**src/design/ccbm_pkg.sv**
```systemverilog
`timescale 1ns / 1ps
// shared types and constants for the copier cartridge bank mapper
// no dependencies; used by ccbm_prg_map and copier_cart_bank_mapper_with_irq
package ccbm_pkg;

   // cpu register addresses
   localparam logic [15:0] ADDR_IRQ_ACK   = 16'h4024;
   localparam logic [15:0] ADDR_DIV_CTRL  = 16'h4025;
   localparam logic [15:0] ADDR_UPDN_LO   = 16'h4100;
   localparam logic [15:0] ADDR_UPDN_HI   = 16'h4101;
   localparam logic [15:0] ADDR_MODE      = 16'h42FC;
   localparam logic [15:0] ADDR_MODE_FOUR = 16'h43FC;
   localparam logic [15:0] ADDR_SUB_MASK  = 16'hFFFC;

   localparam logic [7:0]  DIV_CLEAR_MASK = 8'h42;
   localparam logic [14:0] DIV_MAX        = 15'h7FFF;
   localparam int          DIVIDER_PERIOD_DEF = 448;

   // register file index of the config port
   localparam logic CSR_POWER_MODE     = 1'b0;
   localparam logic CSR_POWER_VERTICAL = 1'b1;

   // item kinds
   localparam logic ITEM_WRITE = 1'b0;
   localparam logic ITEM_TICK  = 1'b1;

   typedef enum logic [2:0] {
      BM_PAIR_LOW    = 3'd0,
      BM_PAIR_MID    = 3'd1,
      BM_PAIR_HIGH   = 3'd2,
      BM_HIGH_SWITCH = 3'd3,
      BM_QUAD        = 3'd4,
      BM_QUAD_FIXED  = 3'd5,
      BM_SPLIT       = 3'd6,
      BM_SPLIT_ODD   = 3'd7
   } bank_mode_type;

   typedef logic [3:0][5:0] prg_banks_type;

   localparam prg_banks_type PRG_RESET = {6'h1F, 6'h1E, 6'h1D, 6'h1C};

   typedef struct packed {
      logic [7:0]    mode_reg;
      logic [7:0]    mode_four_reg;
      logic [7:0]    latch;
      prg_banks_type prg;
   } map_state_type;

   function automatic logic [7:0] power_mode_value(input logic [2:0] pmode,
                                                   input logic vertical);
      return {pmode, vertical ? 5'h03 : 5'h13};
   endfunction

endpackage

```
**src/design/ccbm_prg_map.sv**
```systemverilog
`timescale 1ns / 1ps
// prg bank mapping: turns mode, mode-four, latch and prg registers into four 8KB banks
// depends on ccbm_pkg
module ccbm_prg_map (
   input  ccbm_pkg::map_state_type st,
   output ccbm_pkg::prg_banks_type banks
);
   import ccbm_pkg::*;

   logic [7:0] l;

   assign l = st.latch;

   always_comb begin
      banks = st.prg;
      if (st.mode_four_reg[0]) begin
         banks[2] = 6'd14;
         banks[3] = 6'd15;
         case (bank_mode_type'(st.mode_reg[7:5]))
            BM_PAIR_LOW: begin
               banks[0] = {2'b00, l[2:0], 1'b0};
               banks[1] = {2'b00, l[2:0], 1'b1};
            end
            BM_PAIR_MID: begin
               banks[0] = {1'b0, l[5:2], 1'b0};
               banks[1] = {1'b0, l[5:2], 1'b1};
            end
            BM_PAIR_HIGH: begin
               banks[0] = {1'b0, l[3:0], 1'b0};
               banks[1] = {1'b0, l[3:0], 1'b1};
               banks[2] = 6'd30;
               banks[3] = 6'd31;
            end
            BM_HIGH_SWITCH: begin
               banks[0] = 6'd30;
               banks[1] = 6'd31;
               banks[2] = {1'b0, l[3:0], 1'b0};
               banks[3] = {1'b0, l[3:0], 1'b1};
            end
            BM_QUAD: begin
               banks[0] = {2'b00, l[5:4], 2'd0};
               banks[1] = {2'b00, l[5:4], 2'd1};
               banks[2] = {2'b00, l[5:4], 2'd2};
               banks[3] = {2'b00, l[5:4], 2'd3};
            end
            BM_QUAD_FIXED: begin
               banks[0] = 6'd12;
               banks[1] = 6'd13;
               banks[2] = 6'd14;
               banks[3] = 6'd15;
            end
            BM_SPLIT: begin
               banks[0] = {2'b00, l[3:0]};
               banks[1] = {2'b00, l[7:4]};
            end
            default: begin
               banks[0] = {2'b00, l[3:1], 1'b0};
               banks[1] = {2'b00, l[7:5], 1'b1};
            end
         endcase
      end
   end

endmodule

```
**src/design/copier_cart_bank_mapper_with_irq.sv**
```systemverilog
`timescale 1ns / 1ps
// top level of the copier cartridge bank mapper with divider and up-counter irq
// depends on ccbm_pkg and ccbm_prg_map
//
// usage:
//   req channel carries one item per transfer: a cpu write (req_mode 0, address
//   and data) or a tick of cpu cycles (req_mode 1, req_cycles).
//   rsp channel returns exactly one result per item: the four 8KB prg banks,
//   chr bank, mirroring, write enables, memory write pass-through and irq level
//   as they stand after that item.
//   the apb port holds the power-up straps (mode at 0x0, vertical at 0x4);
//   writing one reloads the mode register from the straps. write it only idle.
// timing:
//   an item is held in the input register; the whole decode, counter update
//   and bank mapping runs combinationally from it into the result register,
//   which drives rsp_valid. one item per cycle is sustained while rsp_ready
//   stays high; the bound is the state update loop.
//   while rsp_ready is low the result is held and one more item is taken into
//   the input register, then req_ready drops until the result moves on.
//   reset (synchronous) empties both registers and loads the power-up state.
module copier_cart_bank_mapper_with_irq #(
   parameter int DIVIDER_PERIOD = ccbm_pkg::DIVIDER_PERIOD_DEF
) (
   input  logic        clock,
   input  logic        reset,
   input  logic        req_valid,
   output logic        req_ready,
   input  logic        req_mode,
   input  logic [15:0] req_address,
   input  logic [7:0]  req_data,
   input  logic [7:0]  req_cycles,
   output logic        rsp_valid,
   input  logic        rsp_ready,
   output logic [5:0]  rsp_prg_bank_8000,
   output logic [5:0]  rsp_prg_bank_a000,
   output logic [5:0]  rsp_prg_bank_c000,
   output logic [5:0]  rsp_prg_bank_e000,
   output logic [1:0]  rsp_chr_bank,
   output logic [1:0]  rsp_mirroring,
   output logic        rsp_prg_writable,
   output logic        rsp_chr_writable,
   output logic        rsp_memory_write,
   output logic        rsp_irq_line,
   input  logic        psel,
   input  logic        penable,
   input  logic        pwrite,
   input  logic [2:0]  paddr,
   input  logic [31:0] pwdata,
   output logic [31:0] prdata,
   output logic        pready
);
   import ccbm_pkg::*;

   localparam int MOD_W = $clog2(DIVIDER_PERIOD + 1);
   localparam logic [MOD_W-1:0] SAT_MOD = MOD_W'(32767 % DIVIDER_PERIOD);
   localparam logic [MOD_W:0]   PERIOD_M = (MOD_W + 1)'(DIVIDER_PERIOD);
   localparam logic [14:0]      PERIOD_C = 15'(DIVIDER_PERIOD);

   // (3 * cycles) mod period for every cycles value
   function automatic logic [256*MOD_W-1:0] build_mod_tbl(input int p);
      logic [256*MOD_W-1:0] t;
      int r;
      t = '0;
      r = 0;
      for (int c = 0; c < 256; c++) begin
         t[c*MOD_W +: MOD_W] = MOD_W'(r);
         r = r + 3;
         for (int k = 0; k < 3; k++) begin
            if (r >= p) r = r - p;
         end
      end
      return t;
   endfunction

   localparam logic [256*MOD_W-1:0] MOD_TBL = build_mod_tbl(DIVIDER_PERIOD);

   // handshake and item registers
   logic        in_valid_ff, in_valid_in;
   logic        item_mode_ff;
   logic [15:0] item_addr_ff;
   logic [7:0]  item_data_ff;
   logic [7:0]  item_cycles_ff;
   logic        rsp_valid_ff, rsp_valid_in;
   logic        advance;
   logic        req_xfer;

   // straps
   logic [2:0]  power_mode_ff, power_mode_in;
   logic        power_vert_ff, power_vert_in;
   logic        cfg_write;

   // mapper state
   logic [7:0]       mode_reg_ff, mode_reg_in;
   logic [7:0]       mode_four_ff, mode_four_in;
   logic [7:0]       latch_ff, latch_in;
   prg_banks_type    prg_ff, prg_in;
   logic [1:0]       chr_ff, chr_in;
   logic [7:0]       div_ctrl_ff, div_ctrl_in;
   logic [14:0]      div_cnt_ff, div_cnt_in;
   logic [MOD_W-1:0] div_mod_ff, div_mod_in;
   logic [15:0]      updn_ff, updn_in;
   logic             irq_ff, irq_in;
   logic             mem_wr;

   // tick arithmetic
   logic [15:0]      div_sum;
   logic [MOD_W:0]   mod_sum;
   logic [MOD_W-1:0] mod_step;
   logic [14:0]      cnt_sat;
   logic [MOD_W-1:0] mod_sat;
   logic [15:0]      updn_sum;

   map_state_type    map_st;
   prg_banks_type    banks;

   // result registers
   prg_banks_type rsp_banks_ff;
   logic [1:0]    rsp_chr_ff;
   logic [1:0]    rsp_mirr_ff;
   logic          rsp_prg_we_ff;
   logic          rsp_chr_we_ff;
   logic          rsp_mem_wr_ff;
   logic          rsp_irq_ff;

   assign advance      = in_valid_ff && (!rsp_valid_ff || rsp_ready);
   assign req_ready    = !in_valid_ff || advance;
   assign req_xfer     = req_valid && req_ready;
   assign in_valid_in  = req_xfer || (in_valid_ff && !advance);
   assign rsp_valid_in = advance || (rsp_valid_ff && !rsp_ready);

   assign pready    = 1'b1;
   assign cfg_write = psel && penable && pwrite;

   always_comb begin
      power_mode_in = power_mode_ff;
      power_vert_in = power_vert_ff;
      case (paddr[2])
         CSR_POWER_MODE:     power_mode_in = pwdata[2:0];
         CSR_POWER_VERTICAL: power_vert_in = pwdata[0];
         default:            power_mode_in = power_mode_ff;
      endcase
   end

   always_comb begin
      case (paddr[2])
         CSR_POWER_MODE:     prdata = {29'd0, power_mode_ff};
         CSR_POWER_VERTICAL: prdata = {31'd0, power_vert_ff};
         default:            prdata = '0;
      endcase
   end

   // divider: count and its residue mod period are carried side by side
   assign div_sum  = {1'b0, div_cnt_ff} + {7'd0, item_cycles_ff, 1'b0}
                     + {8'd0, item_cycles_ff};
   assign mod_step = MOD_TBL[item_cycles_ff*MOD_W +: MOD_W];
   assign mod_sum  = {1'b0, div_mod_ff} + {1'b0, mod_step};
   assign cnt_sat  = div_sum[15] ? DIV_MAX : div_sum[14:0];
   assign mod_sat  = div_sum[15] ? SAT_MOD
                   : (mod_sum >= PERIOD_M) ? MOD_W'(mod_sum - PERIOD_M)
                   : mod_sum[MOD_W-1:0];
   assign updn_sum = updn_ff + {8'd0, item_cycles_ff};

   always_comb begin
      mode_reg_in  = mode_reg_ff;
      mode_four_in = mode_four_ff;
      latch_in     = latch_ff;
      prg_in       = prg_ff;
      chr_in       = chr_ff;
      div_ctrl_in  = div_ctrl_ff;
      div_cnt_in   = div_cnt_ff;
      div_mod_in   = div_mod_ff;
      updn_in      = updn_ff;
      irq_in       = irq_ff;
      mem_wr       = 1'b0;
      if (item_mode_ff == ITEM_TICK) begin
         div_cnt_in = cnt_sat;
         div_mod_in = mod_sat;
         if (div_ctrl_ff[7] && cnt_sat >= PERIOD_C) begin
            div_cnt_in = 15'(mod_sat);
            irq_in     = 1'b1;
         end
         if (updn_ff[15]) begin
            updn_in = updn_sum;
            if (!updn_sum[15]) irq_in = 1'b1;
         end
      end else if (item_addr_ff[15]) begin
         if (mode_reg_ff[1]) begin
            latch_in = item_data_ff;
            case (bank_mode_type'(mode_reg_ff[7:5]))
               BM_PAIR_LOW, BM_PAIR_HIGH:           chr_in = 2'd0;
               BM_PAIR_MID, BM_QUAD, BM_QUAD_FIXED: chr_in = item_data_ff[1:0];
               BM_HIGH_SWITCH:                      chr_in = item_data_ff[5:4];
               default:                             chr_in = chr_ff;
            endcase
            prg_in[item_addr_ff[14:13]] = item_data_ff[7:2];
         end else begin
            mem_wr = 1'b1;
         end
      end else if (item_addr_ff == ADDR_IRQ_ACK) begin
         irq_in = 1'b0;
      end else if (item_addr_ff == ADDR_DIV_CTRL) begin
         irq_in      = 1'b0;
         div_ctrl_in = item_data_ff;
         if ((item_data_ff & DIV_CLEAR_MASK) != 8'd0) begin
            div_cnt_in = '0;
            div_mod_in = '0;
         end
      end else if (item_addr_ff == ADDR_UPDN_LO) begin
         irq_in  = 1'b0;
         updn_in = (item_data_ff == 8'd0) ? 16'd0 : {updn_ff[15:8], item_data_ff};
      end else if (item_addr_ff == ADDR_UPDN_HI) begin
         irq_in  = 1'b0;
         updn_in = {item_data_ff, updn_ff[7:0]};
      end else if ((item_addr_ff & ADDR_SUB_MASK) == ADDR_MODE) begin
         mode_reg_in = {item_data_ff[7:4], 2'b00, item_addr_ff[1:0]};
      end else if ((item_addr_ff & ADDR_SUB_MASK) == ADDR_MODE_FOUR) begin
         mode_four_in = {item_data_ff[7:4], 2'b00, item_addr_ff[1:0]};
         chr_in       = item_data_ff[1:0];
      end
   end

   assign map_st = '{mode_reg: mode_reg_in, mode_four_reg: mode_four_in,
                     latch: latch_in, prg: prg_in};

   ccbm_prg_map u_prg_map (
      .st    (map_st),
      .banks (banks)
   );

   always_ff @(posedge clock) begin
      if (reset) begin
         in_valid_ff   <= 1'b0;
         rsp_valid_ff  <= 1'b0;
         power_mode_ff <= 3'd0;
         power_vert_ff <= 1'b1;
         mode_reg_ff   <= power_mode_value(3'd0, 1'b1);
         mode_four_ff  <= 8'd3;
         latch_ff      <= 8'd0;
         prg_ff        <= PRG_RESET;
         chr_ff        <= 2'd0;
         div_ctrl_ff   <= 8'd0;
         div_cnt_ff    <= 15'd0;
         div_mod_ff    <= '0;
         updn_ff       <= 16'd0;
         irq_ff        <= 1'b0;
      end else begin
         in_valid_ff  <= in_valid_in;
         rsp_valid_ff <= rsp_valid_in;
         if (cfg_write) begin
            power_mode_ff <= power_mode_in;
            power_vert_ff <= power_vert_in;
            mode_reg_ff   <= power_mode_value(power_mode_in, power_vert_in);
         end else if (advance) begin
            mode_reg_ff <= mode_reg_in;
         end
         if (advance) begin
            mode_four_ff <= mode_four_in;
            latch_ff     <= latch_in;
            prg_ff       <= prg_in;
            chr_ff       <= chr_in;
            div_ctrl_ff  <= div_ctrl_in;
            div_cnt_ff   <= div_cnt_in;
            div_mod_ff   <= div_mod_in;
            updn_ff      <= updn_in;
            irq_ff       <= irq_in;
         end
      end
   end

   // payload registers
   always_ff @(posedge clock) begin
      if (req_xfer) begin
         item_mode_ff   <= req_mode;
         item_addr_ff   <= req_address;
         item_data_ff   <= req_data;
         item_cycles_ff <= req_cycles;
      end
      if (advance) begin
         rsp_banks_ff  <= banks;
         rsp_chr_ff    <= chr_in;
         rsp_mirr_ff   <= {mode_reg_in[4], mode_reg_in[0]};
         rsp_prg_we_ff <= !mode_reg_in[1];
         rsp_chr_we_ff <= !mode_reg_in[7];
         rsp_mem_wr_ff <= mem_wr;
         rsp_irq_ff    <= irq_in;
      end
   end

   assign rsp_valid         = rsp_valid_ff;
   assign rsp_prg_bank_8000 = rsp_banks_ff[0];
   assign rsp_prg_bank_a000 = rsp_banks_ff[1];
   assign rsp_prg_bank_c000 = rsp_banks_ff[2];
   assign rsp_prg_bank_e000 = rsp_banks_ff[3];
   assign rsp_chr_bank      = rsp_chr_ff;
   assign rsp_mirroring     = rsp_mirr_ff;
   assign rsp_prg_writable  = rsp_prg_we_ff;
   assign rsp_chr_writable  = rsp_chr_we_ff;
   assign rsp_memory_write  = rsp_mem_wr_ff;
   assign rsp_irq_line      = rsp_irq_ff;

`ifndef SYNTHESIS
   // residue tracker never leaves its range
   a_mod_range: assert property (@(posedge clock) disable iff (reset)
      {1'b0, div_mod_ff} < PERIOD_M)
      else $error("divider residue out of range");

   // pass-through writes only happen with prg writable
   a_memwr_we: assert property (@(posedge clock) disable iff (reset)
      rsp_valid_ff && rsp_mem_wr_ff |-> rsp_prg_we_ff)
      else $error("memory write without prg write enable");

   // irq can only be raised by a tick item
   a_irq_source: assert property (@(posedge clock) disable iff (reset)
      $rose(irq_ff) |-> $past(advance && item_mode_ff == ITEM_TICK))
      else $error("irq raised without a tick");
`endif

endmodule

```
**config.mk**
```make
export PLATFORM = sky130hd
export DESIGN_NAME = copier_cart_bank_mapper_with_irq
export DESIGN_NICKNAME = d
export VERILOG_FILES = /design/src/design/ccbm_pkg.sv /design/src/design/ccbm_prg_map.sv /design/src/design/copier_cart_bank_mapper_with_irq.sv
export SDC_FILE = /design/constraint.sdc
export NUM_CORES = 1
export LEC_CHECK = 0
export BUFFER_PORTS_ARGS = -buffer_cell sky130_fd_sc_hd__buf_2
export CAP_MARGIN = 20
export CORE_MARGIN = 3
export CORE_UTILIZATION = 48
export DETAILED_ROUTE_END_ITERATION = 6
export HOLD_SLACK_MARGIN = 0.08
export PLACE_DENSITY = 0.66
export SYNTH_ARGS = -nofsm -noshare
export SYNTH_HDL_FRONTEND = slang
export SYNTH_HIERARCHICAL = 1
export SYNTH_SLANG_ARGS = --single-unit
```
**constraint.sdc**
```tcl
create_clock -name clock -period 4.6 [get_ports clock]
set_input_delay 0.92 -clock clock [delete_from_list [all_inputs] [get_ports clock]]
set_output_delay 0.92 -clock clock [all_outputs]
set_load 0.02 [all_outputs]
```
## Yosys cells after proc, flatten, opt, wreduce, memory -nomap -nowiden

Cells that the tools add are included.

- Register bits after elaboration: 161
- Logic and storage cells: 180

- $add $sub $neg: 5
- Multiply operators: 1
- $lt $le $gt $ge: 4
- Equality and inequality tests: 22
- Shift-type cells: 1
- Mux-type cells: 75
- Bitwise operators: 4
- Reductions and logical operators: 35

Operators with widths:

| operator | number |
|---|---|
| 2304-bit by 13-bit variable part select with 9-bit output (first input constant) | 1 |
| 16-bit two-way mux | 8 |
| 15-bit two-way mux | 7 |
| 24-bit two-way mux | 4 |
| 8-bit two-way mux | 12 |
| 11-bit one-hot mux with 7 select lines | 1 |
| 16-bit by 15-bit equality test with 1-bit output (second input constant) | 4 |
| 32-bit one-hot mux with 2 select lines | 1 |
| 9-bit two-way mux | 7 |
| 11-bit one-hot mux with 3 select lines | 1 |
| 16-bit by 8-bit adder with 16-bit output | 2 |
| 14-bit by 13-bit equality test with 1-bit output (second input constant) | 2 |
| 24-bit bitwise mux | 1 |
| 1-bit two-way mux | 19 |
| 2-bit two-way mux | 9 |
| 15-bit by 9-bit adder with 16-bit output | 1 |
| 3-bit equality test (second input constant) | 5 |
| 15-bit by 9-bit greater-or-equal comparator with 1-bit output (second input constant) | 1 |
| 6-bit demux with 2-bit select | 1 |
| 3-bit by 2-bit equality test with 1-bit output (second input constant) | 4 |
| 8-bit by 4-bit multiplier with 12-bit output (second input constant) | 1 |
| 6-bit AND reduction | 2 |
| 9-bit by 9-bit adder with 10-bit output | 1 |
| 10-bit by 9-bit greater-or-equal comparator with 1-bit output (second input constant) | 1 |
| 24 further kinds | 51 |

## Depth between registers and ports, before layout

Gate-level depths: netlist of the first run.

- Depth in word-level cells: 11
- Gate-level depth with buffers: 19
- Gate-level depth less buffers: 19

## Hierarchy

The synthesis of the first run kept the hierarchy.

By module, submodules not included:

| module | instances | cells an instance | area an instance (µm²) |
|---|---|---|---|
| copier_cart_bank_mapper_with_irq | 1 | 986 | 9042.4 |
| ccbm_prg_map | 1 | 86 | 538.0 |

## Worst setup path after synthesis of the first run

Ideal clock, no wire load.

- Kind: register to register
- From: reg item_cycles_ff[1]
- To: reg div_cnt_ff[6]
- Library setup time: 0.088 ns
- Data arrival time: 3.960 ns
- Required time: 4.512 ns
- Path slack: 0.552 ns
- Stages on the path, launching flop included: 16
- Path buffers: 0
- Period minus slack after synthesis: 4.048 ns
- Cells stage by stage: edfxtp_1 ha_1 or2_2 mux4_2 ha_1 o21a_1 o31a_1 o31ai_1 xnor2_1 ha_1 inv_1 or3_1 a41oi_1 or3_1 nand3_1 a311oi_2

- Longest elaborated chain between the ends: 8
- Elaborated cells between the ends (all ways): 14

Ends and longest elaborated chain:

| element | RTL line | source |
|---|---|---|
| from (decl) | copier_cart_bank_mapper_with_irq.sv:82 | `logic [7:0] item_cycles_ff;` |
| from (signal assigned) | copier_cart_bank_mapper_with_irq.sv:276 | `item_cycles_ff <= req_cycles;` |
| 8-bit by 4-bit multiplier with 12-bit output | copier_cart_bank_mapper_with_irq.sv:155 | `assign mod_step = MOD_TBL[item_cycles_ff*MOD_W +: MOD_W];` |
| 2304-bit by 13-bit variable part select with 9-bit output | copier_cart_bank_mapper_with_irq.sv:155 |  |
| 9-bit by 9-bit adder with 10-bit output | copier_cart_bank_mapper_with_irq.sv:156 | `assign mod_sum = {1'b0, div_mod_ff} + {1'b0, mod_step};` |
| 9-bit subtractor / 10-bit by 9-bit greater-or-equal comparator with 1-bit output (equally long branches) | copier_cart_bank_mapper_with_irq.sv:159 | `: (mod_sum >= PERIOD_M) ? MOD_W'(mod_sum - PERIOD_M)` |
| 9-bit two-way mux | copier_cart_bank_mapper_with_irq.sv:159 |  |
| 9-bit two-way mux | copier_cart_bank_mapper_with_irq.sv:158 | `assign mod_sat = div_sum[15] ? SAT_MOD` |
| 15-bit two-way mux (*) | copier_cart_bank_mapper_with_irq.sv:178 | `if (div_ctrl_ff[7] && cnt_sat >= PERIOD_C) begin` |
| 15-bit two-way mux (*) | copier_cart_bank_mapper_with_irq.sv:175 | `if (item_mode_ff == ITEM_TICK) begin` |
| to (signal assigned) | copier_cart_bank_mapper_with_irq.sv:262 | `div_cnt_ff <= div_cnt_in;` |
| to (decl) | copier_cart_bank_mapper_with_irq.sv:99 | `logic [14:0] div_cnt_ff, div_cnt_in;` |

Every way passes the cells marked *; elsewhere a longest branch is shown, timed or not.
A chain may end at the register's enable or synchronous reset.

## Final worst setup path of the first run

- From: reg item_cycles_ff[1]
- To: reg div_cnt_ff[7]

The elaborated chain is that of the path after synthesis.

==> results of run 1 <==
[area by class of cell]
class / instances / area, sq um / share of cell area (%)
Clock buffer: 22 / 444.2 / 4.339
Clock inverter: 10 / 121.4 / 1.186
Inverter: 46 / 172.7 / 1.687
Multi-Input combinational cell: 773 / 4952 / 48.37
Sequential cell: 154 / 3734 / 36.47
Tap cell: 234 / 292.8 / 2.860
Timing Repair Buffer: 96 / 520.5 / 5.084
[state kept, by name (all words and copies together), names as in the netlist, 3 cells and up]
name / flops
prg_ff: 24
item_addr_ff: 16
updn_ff: 16
div_cnt_ff: 15
div_mod_ff: 9
item_cycles_ff: 8
item_data_ff: 8
latch_ff: 8
mode_reg_ff: 6
rsp_prg_bank_8000: 6
rsp_prg_bank_a000: 6
rsp_prg_bank_c000: 6
rsp_prg_bank_e000: 6
power_mode_ff: 3
[worst max-delay path, stage by stage, from the launching register on]
cell and delay [ns]:
edfxtp_1 0.47, ha_1 0.22, or2_2 0.31, mux4_2 0.47
ha_1 0.36, o21a_1 0.20, o31a_1 0.13, o31ai_1 0.25
xnor2_1 0.19, ha_1 0.21, inv_1 0.09, or3_1 0.37
a41oi_1 0.35, nor2_1 0.07, a31oi_1 0.25, a311oi_2 0.13
[through the flow]
step                      worst slack (ns)  std cells  power (W)  util [%]  area [sq um]
after CTS                           0.3821       1335   0.003630     54.55         10240
final                               0.3697       1335   0.003607     54.55         10240
after detailed placement            0.3789       1303   0.002260     51.53          9672
after global placement              0.4220       1303   0.002252     51.53          9672
after global routing                0.1357       1335   0.003788     54.55         10240
after floorplan                     0.5523       1057   0.002124         -          9320
[routing by layer]
| layer | track usage (%) | wire [um] | vias to the layer above |
|---|---|---|---|
| met1 | 29.93 | 10480 | 3475 |
| met2 | 32.50 | 9577 | 205 |
| li1 | - | - | 3762 |
| met3 | 3.770 | 1146 | 24 |
| met4 | 5.940 | 273 | 0 |
| met5 | 0 | 0 | - |
[path summary, 6_finish.rpt]
| kind | slack (ns) | start | endpoint |
|---|---|---|---|
| worst min register to register | 0.47 | div_mod_ff[0] | div_mod_ff[0] |
| worst min-delay path | 0.47 | div_mod_ff[0] | div_mod_ff[0] |
| worst max register to register | 0.37 | item_cycles_ff[1] | div_cnt_ff[7] |
| worst max-delay path | 0.37 | item_cycles_ff[1] | div_cnt_ff[7] |
[report_power, final]
group	leakage, nW	internal (W)	total [W]	switching, W
clock	0.266	0.000802	0.00137	0.000566
sequential	1.34	0.00151	0.00157	0.0000600
combinational	2.61	0.000259	0.000672	0.000413
==> flow_metrics.py, run 1 <==
metrics = {
    "power_and_ir_drop": {
        "vdd_ir_drop_max_uv": 263.6,
        "power_density_nw_per_um2": 352.3,
        "leakage_nw": 4.209,
    },
    "clock_tree": {
        "clock_sinks": 154,
        "cts_tree": "yes",
        "postCtsSetupBuffers": 0,
        "clock-root-buffer": "clkbuf_16",
        "clock_latency_ns": 0.42,
        "cts_buffers": 17,
        "hold_buffers": 0,
        "cts_max_path_buffers": 2,
        "path_clk_slew_ns": 0.06,
        "htreeDepth": 4,
        "post_cts_resized": 0,
    },
    "routing": {
        "via_count": 7466,
        "avgRoutedWirePerCell_um": 16.09,
        "drt_iter0_markers": 504,
        "dr.pass1.iters": 5,
        "drc": 0,
        "ant_nets": 0,
        "routed_via_density": 5.593,
        "routed_wl_mm": 21.48,
    },
    "place": {
        "detailed_place_hpwl_mm": 14.67,
        "port_buffers": 80,
        "place_congestion": 0.8762,
    },
    "synth": {
        "synth_area_sq_um": 9215,
        "synthCells": 1029,
        "ys_warn_count": 6,
        "synth_area_per_cell_sq_um": 8.955,
    },
    "cells_and_area": {
        "fill_cells": 1685,
        "antenna_cells": 0,
        "area_growth_pct": 11.09,
        "layout_commonest_cell": "nor2_1",
        "drive_gt1_share_pct": 16.89,
        "final_cell_mix": "120 x nor2_1, 116 x nand2_1, 89 x dfxtp_1, 80 x buf_2, 65 x edfxtp_1",
        "nNetsFinal": 1209,
    },
    "die": {
        "num_io_pins": 142,
        "start_util_pct": 49.10,
        "fp-row-count": 50,
        "core-area_sq_um": 18770,
        "die_height_um": 144.6,
        "fp.dieW_um": 144.6,
        "die_area_sq_um": 20900,
    },
    "global_routing": {
        "antenna_found_initial": 0,
        "grt_pass1_wl_mm": 34.82,
        "grt_max_degree": 66,
        "grt_overflow": 0,
        "groute.usage.overall_pct": 20.89,
        "grt_pass1_vias": 6919,
    },
    "sta": {
        "post-route-period-util_pct": 91.96,
        "hold-worst-slack_ns": 0.4663,
        "period_needed_ns": 4.230,
        "slew_viol_final": 0,
        "worstMarginPinSlew_ns": 1.088,
        "tns_ns": 0,
        "clock_skew_ns": 0.007891,
        "setup_viol": 0,
        "max_freq_mhz": 236.4,
        "finalHoldViolations": 0,
        "rsz0062_at_grt": "no",
        "slew_headroom_pct": 27.38,
    },
    "setup_path": {
        "ff2ff_path_depth": 15,
        "cp_max_fo": 6,
        "cp-start-kind": "flip-flop",
        "critPathArrivalTime_ns": 4.50,
        "end_kind": "flip-flop",
        "worstSetupPathType": "flip-flop to flip-flop",
        "cp.required_ns": 4.87,
    },
    "flow_run": {
        "maxCapViolations": 0,
    },
    "run_status": {
        "status": "finished clean",
    },
    "hold_path": {
        "holdCritPathClass": "flip-flop to flip-flop",
        "hold_path_depth": 2,
    },
}
(Power assumes the default switching activity.)
==> inputs of run 2 (changes only) <==
--- a/config.mk
+++ b/config.mk
@@ -5,7 +5,8 @@
 export SDC_FILE = /design/constraint.sdc
 export NUM_CORES = 1
 export LEC_CHECK = 0
-export BUFFER_PORTS_ARGS = -buffer_cell sky130_fd_sc_hd__buf_2
+export ABC_CLOCK_PERIOD_IN_PS = 4600
+export BUFFER_PORTS_ARGS = -buffer_cell sky130_fd_sc_hd__buf_4
 export CAP_MARGIN = 20
 export CORE_MARGIN = 3
 export CORE_UTILIZATION = 48
@@ -14,5 +15,4 @@
 export PLACE_DENSITY = 0.66
 export SYNTH_ARGS = -nofsm -noshare
 export SYNTH_HDL_FRONTEND = slang
-export SYNTH_HIERARCHICAL = 1
 export SYNTH_SLANG_ARGS = --single-unit
==> flow_metrics.py, run 2 <==
metrics = {
    "run_status": {
        "status": "finished clean",
    },
    "routing": {
        "drt_iter0_markers": 658,
        "routed_via_density": 5.747,
        "drc": 0,
        "avgRoutedWirePerCell_um": 16.79,
        "routed_wl_mm": 21.44,
        "ant_nets": 0,
        "dr.pass1.iters": 5,
        "via_count": 7339,
    },
    "die": {
        "die_area_sq_um": 20130,
        "start_util_pct": 49.17,
        "fp.dieW_um": 141.9,
        "core-area_sq_um": 18020,
        "fp-row-count": 49,
        "die_height_um": 141.9,
        "num_io_pins": 142,
    },
    "cells_and_area": {
        "largest_reg_flops": 24,
        "largest_register": "prg_ff",
        "nNetsFinal": 1156,
        "drive_gt1_share_pct": 15.08,
        "largestRegisters": "prg_ff (24), item_addr_ff (16), updn_ff (16)",
        "antenna_cells": 0,
        "final_cell_count_no_fill": 1277,
        "register_area_sq_um": 3734,
        "area_growth_pct": 14.70,
        "final_cell_mix": "111 x nand2_1, 107 x nor2_1, 97 x buf_4, 89 x dfxtp_1, 84 x a21oi_1",
        "final_util_pct": 56.40,
        "layout_commonest_cell": "nand2_1",
        "multi_input_area_sq_um": 4703,
        "finish.instance_area_sq_um": 10170,
        "fill_cells": 1629,
    },
    "clock_tree": {
        "path_clk_slew_ns": 0.07,
        "cts_max_path_buffers": 2,
        "cts_tree": "yes",
        "clock_latency_ns": 0.43,
        "clock-root-buffer": "clkbuf_16",
        "htreeDepth": 4,
        "hold_buffers": 0,
        "clock_sinks": 154,
        "cts_buffers": 17,
        "postCtsSetupBuffers": 0,
    },
    "sta": {
        "slew_headroom_pct": 36.62,
        "hold-worst-slack_ns": 0.4586,
        "clock_skew_ns": 0.01319,
        "rsz0062_at_grt": "no",
        "worstMarginPinSlew_ns": 0.9497,
        "max_freq_mhz": 232.7,
        "setup_viol": 0,
        "slew_viol_final": 0,
        "post-route-period-util_pct": 93.41,
        "finalHoldViolations": 0,
        "tns_ns": 0,
        "period_needed_ns": 4.297,
    },
    "synth": {
        "synth-async-reset-ratio_pct": 0,
        "ys_warn_count": 0,
        "synth-seq-cells": 154,
        "synthCells": 969,
        "synth_area_leaders": "edfxtp_1 22%, dfxtp_1 20%, ha_1 5.1%",
        "synth_area_per_cell_sq_um": 9.147,
        "yosysMostFrequentCell": "nand2_1",
        "synth_top_area_share_pct": 22.02,
        "synth_common_cells": "111 x nand2_1, 107 x nor2_1, 89 x dfxtp_1, 84 x a21oi_1, 65 x edfxtp_1",
        "synth-edff-count": 65,
        "yosys.cell_types.count": 75,
        "yosysTopAreaCell": "edfxtp_1",
        "ys.flop_type": "dfxtp_1",
        "synth_area_sq_um": 8864,
        "yosysSeqAreaShare_pct": 42.12,
    },
    "setup_path": {
        "ff2ff_path_depth": 14,
        "cp_max_fo": 6,
        "crit_start": "item_cycles_ff[1]",
        "worst_r2r_endpoint": "div_cnt_ff[7]",
        "end_kind": "flip-flop",
        "critPathArrivalTime_ns": 4.57,
        "cp.required_ns": 4.87,
        "worstSetupPathType": "flip-flop to flip-flop",
        "cp-start-kind": "flip-flop",
        "rrSetupSlack_ns": 0.30,
        "r2r_start": "item_cycles_ff[1]",
    },
    "flow_run": {
        "maxCapViolations": 0,
    },
    "hold_path": {
        "worstHoldStart": "div_mod_ff[0]",
        "holdCritPathClass": "flip-flop to flip-flop",
        "hold_path_depth": 2,
        "hold_end": "div_mod_ff[0]",
    },
    "global_routing": {
        "grt_pass1_vias": 6652,
        "antenna_found_initial": 0,
        "grt_pass1_wl_mm": 34.44,
        "grt_overflow": 0,
        "grt_max_degree": 65,
        "groute.usage.overall_pct": 21.37,
    },
    "place": {
        "dp_cells": 1245,
        "detailed_place_hpwl_mm": 14.71,
        "port_buffers": 80,
        "place_congestion": 0.8414,
        "placed_area_sq_um": 9554,
    },
    "power_and_ir_drop": {
        "power_density_nw_per_um2": 344.5,
        "vdd_ir_drop_max_uv": 274.3,
        "leakage_nw": 3.987,
    },
}
[run 2: how the worst max path moves through the flow]
stage | slack, ns | cells after the start | to
6_report | 0.30 | 14 | div_cnt_ff[7]
2_1_floorplan | 0.40 | 14 | div_cnt_ff[7]
3_3_place_gp | 0.24 | 14 | div_cnt_ff[7]
3_5_place_dp | 0.24 | 14 | div_cnt_ff[7]
4_1_cts | 0.20 | 14 | div_cnt_ff[7]
5_1_grt | 0.01 | 14 | div_cnt_ff[7]
[run 2: cell families after synthesis]
family | Yosys count | synth area share (%)
AND/OR/NAND/NOR | 317 | 16.26
AO/OA/AOI/OAI | 273 | 20.05
flip-flops | 154 | 42.12
buffers and inverters | 108 | 6.155
multiplexers | 48 | 5.915
adder cells (fa/ha/maj) | 46 | 7.340
XOR/XNOR | 21 | 2.075
other | 2 | 0.08473
[run 2: per-layer routing]
metal,share of wire (%),vias up,GRT usage [%]
met1,47,3463,31.11
met3,6.2,27,4.584
met2,45,243,32.43
met4,1.3,0,5.505
met5,0,-,0
li1,-,3606,-
[run 2: critical path, stage by stage (launching register included)]
cell	delay, ns
edfxtp_1	0.47
ha_1	0.21
or2_2	0.31
mux4_2	0.48
ha_1	0.38
a21oi_1	0.08
nor2b_1	0.19
nor3_1	0.08
xnor2_1	0.24
ha_2	0.27
or3b_2	0.47
a32oi_2	0.23
mux2_2	0.38
a221oi_1	0.27
a211oi_1	0.08
[run 2: power breakdown]
part | internal, W | switching [W]
logic | 0.000227 | 0.000330
registers | 0.00148 | 0.0000571
clock network | 0.000735 | 0.000668
[run 2: metrics by stage]
stage | total power (W) | setup WS (ns)
after floorplan | 0.001979 | 0.4007
after global placement | 0.002110 | 0.2432
after detailed placement | 0.002119 | 0.2354
after CTS | 0.003515 | 0.2043
after global routing | 0.003669 | 0.01058
final | 0.003502 | 0.3031
[run 2: repair_timing]
action	4_1_cts	5_1_grt
endpoints found under the hold margin	0	0
resized for setup	0	3
setup endpoints to repair	0	1
[run 2: cell type report]
class,instances,share of cell area (%)
Clock inverter,15,1.735
Timing Repair Buffer,97,7.163
Multi-Input combinational cell,735,46.26
Tap cell,229,2.818
Clock buffer,17,4.185
Sequential cell,154,36.73
Inverter,30,1.108
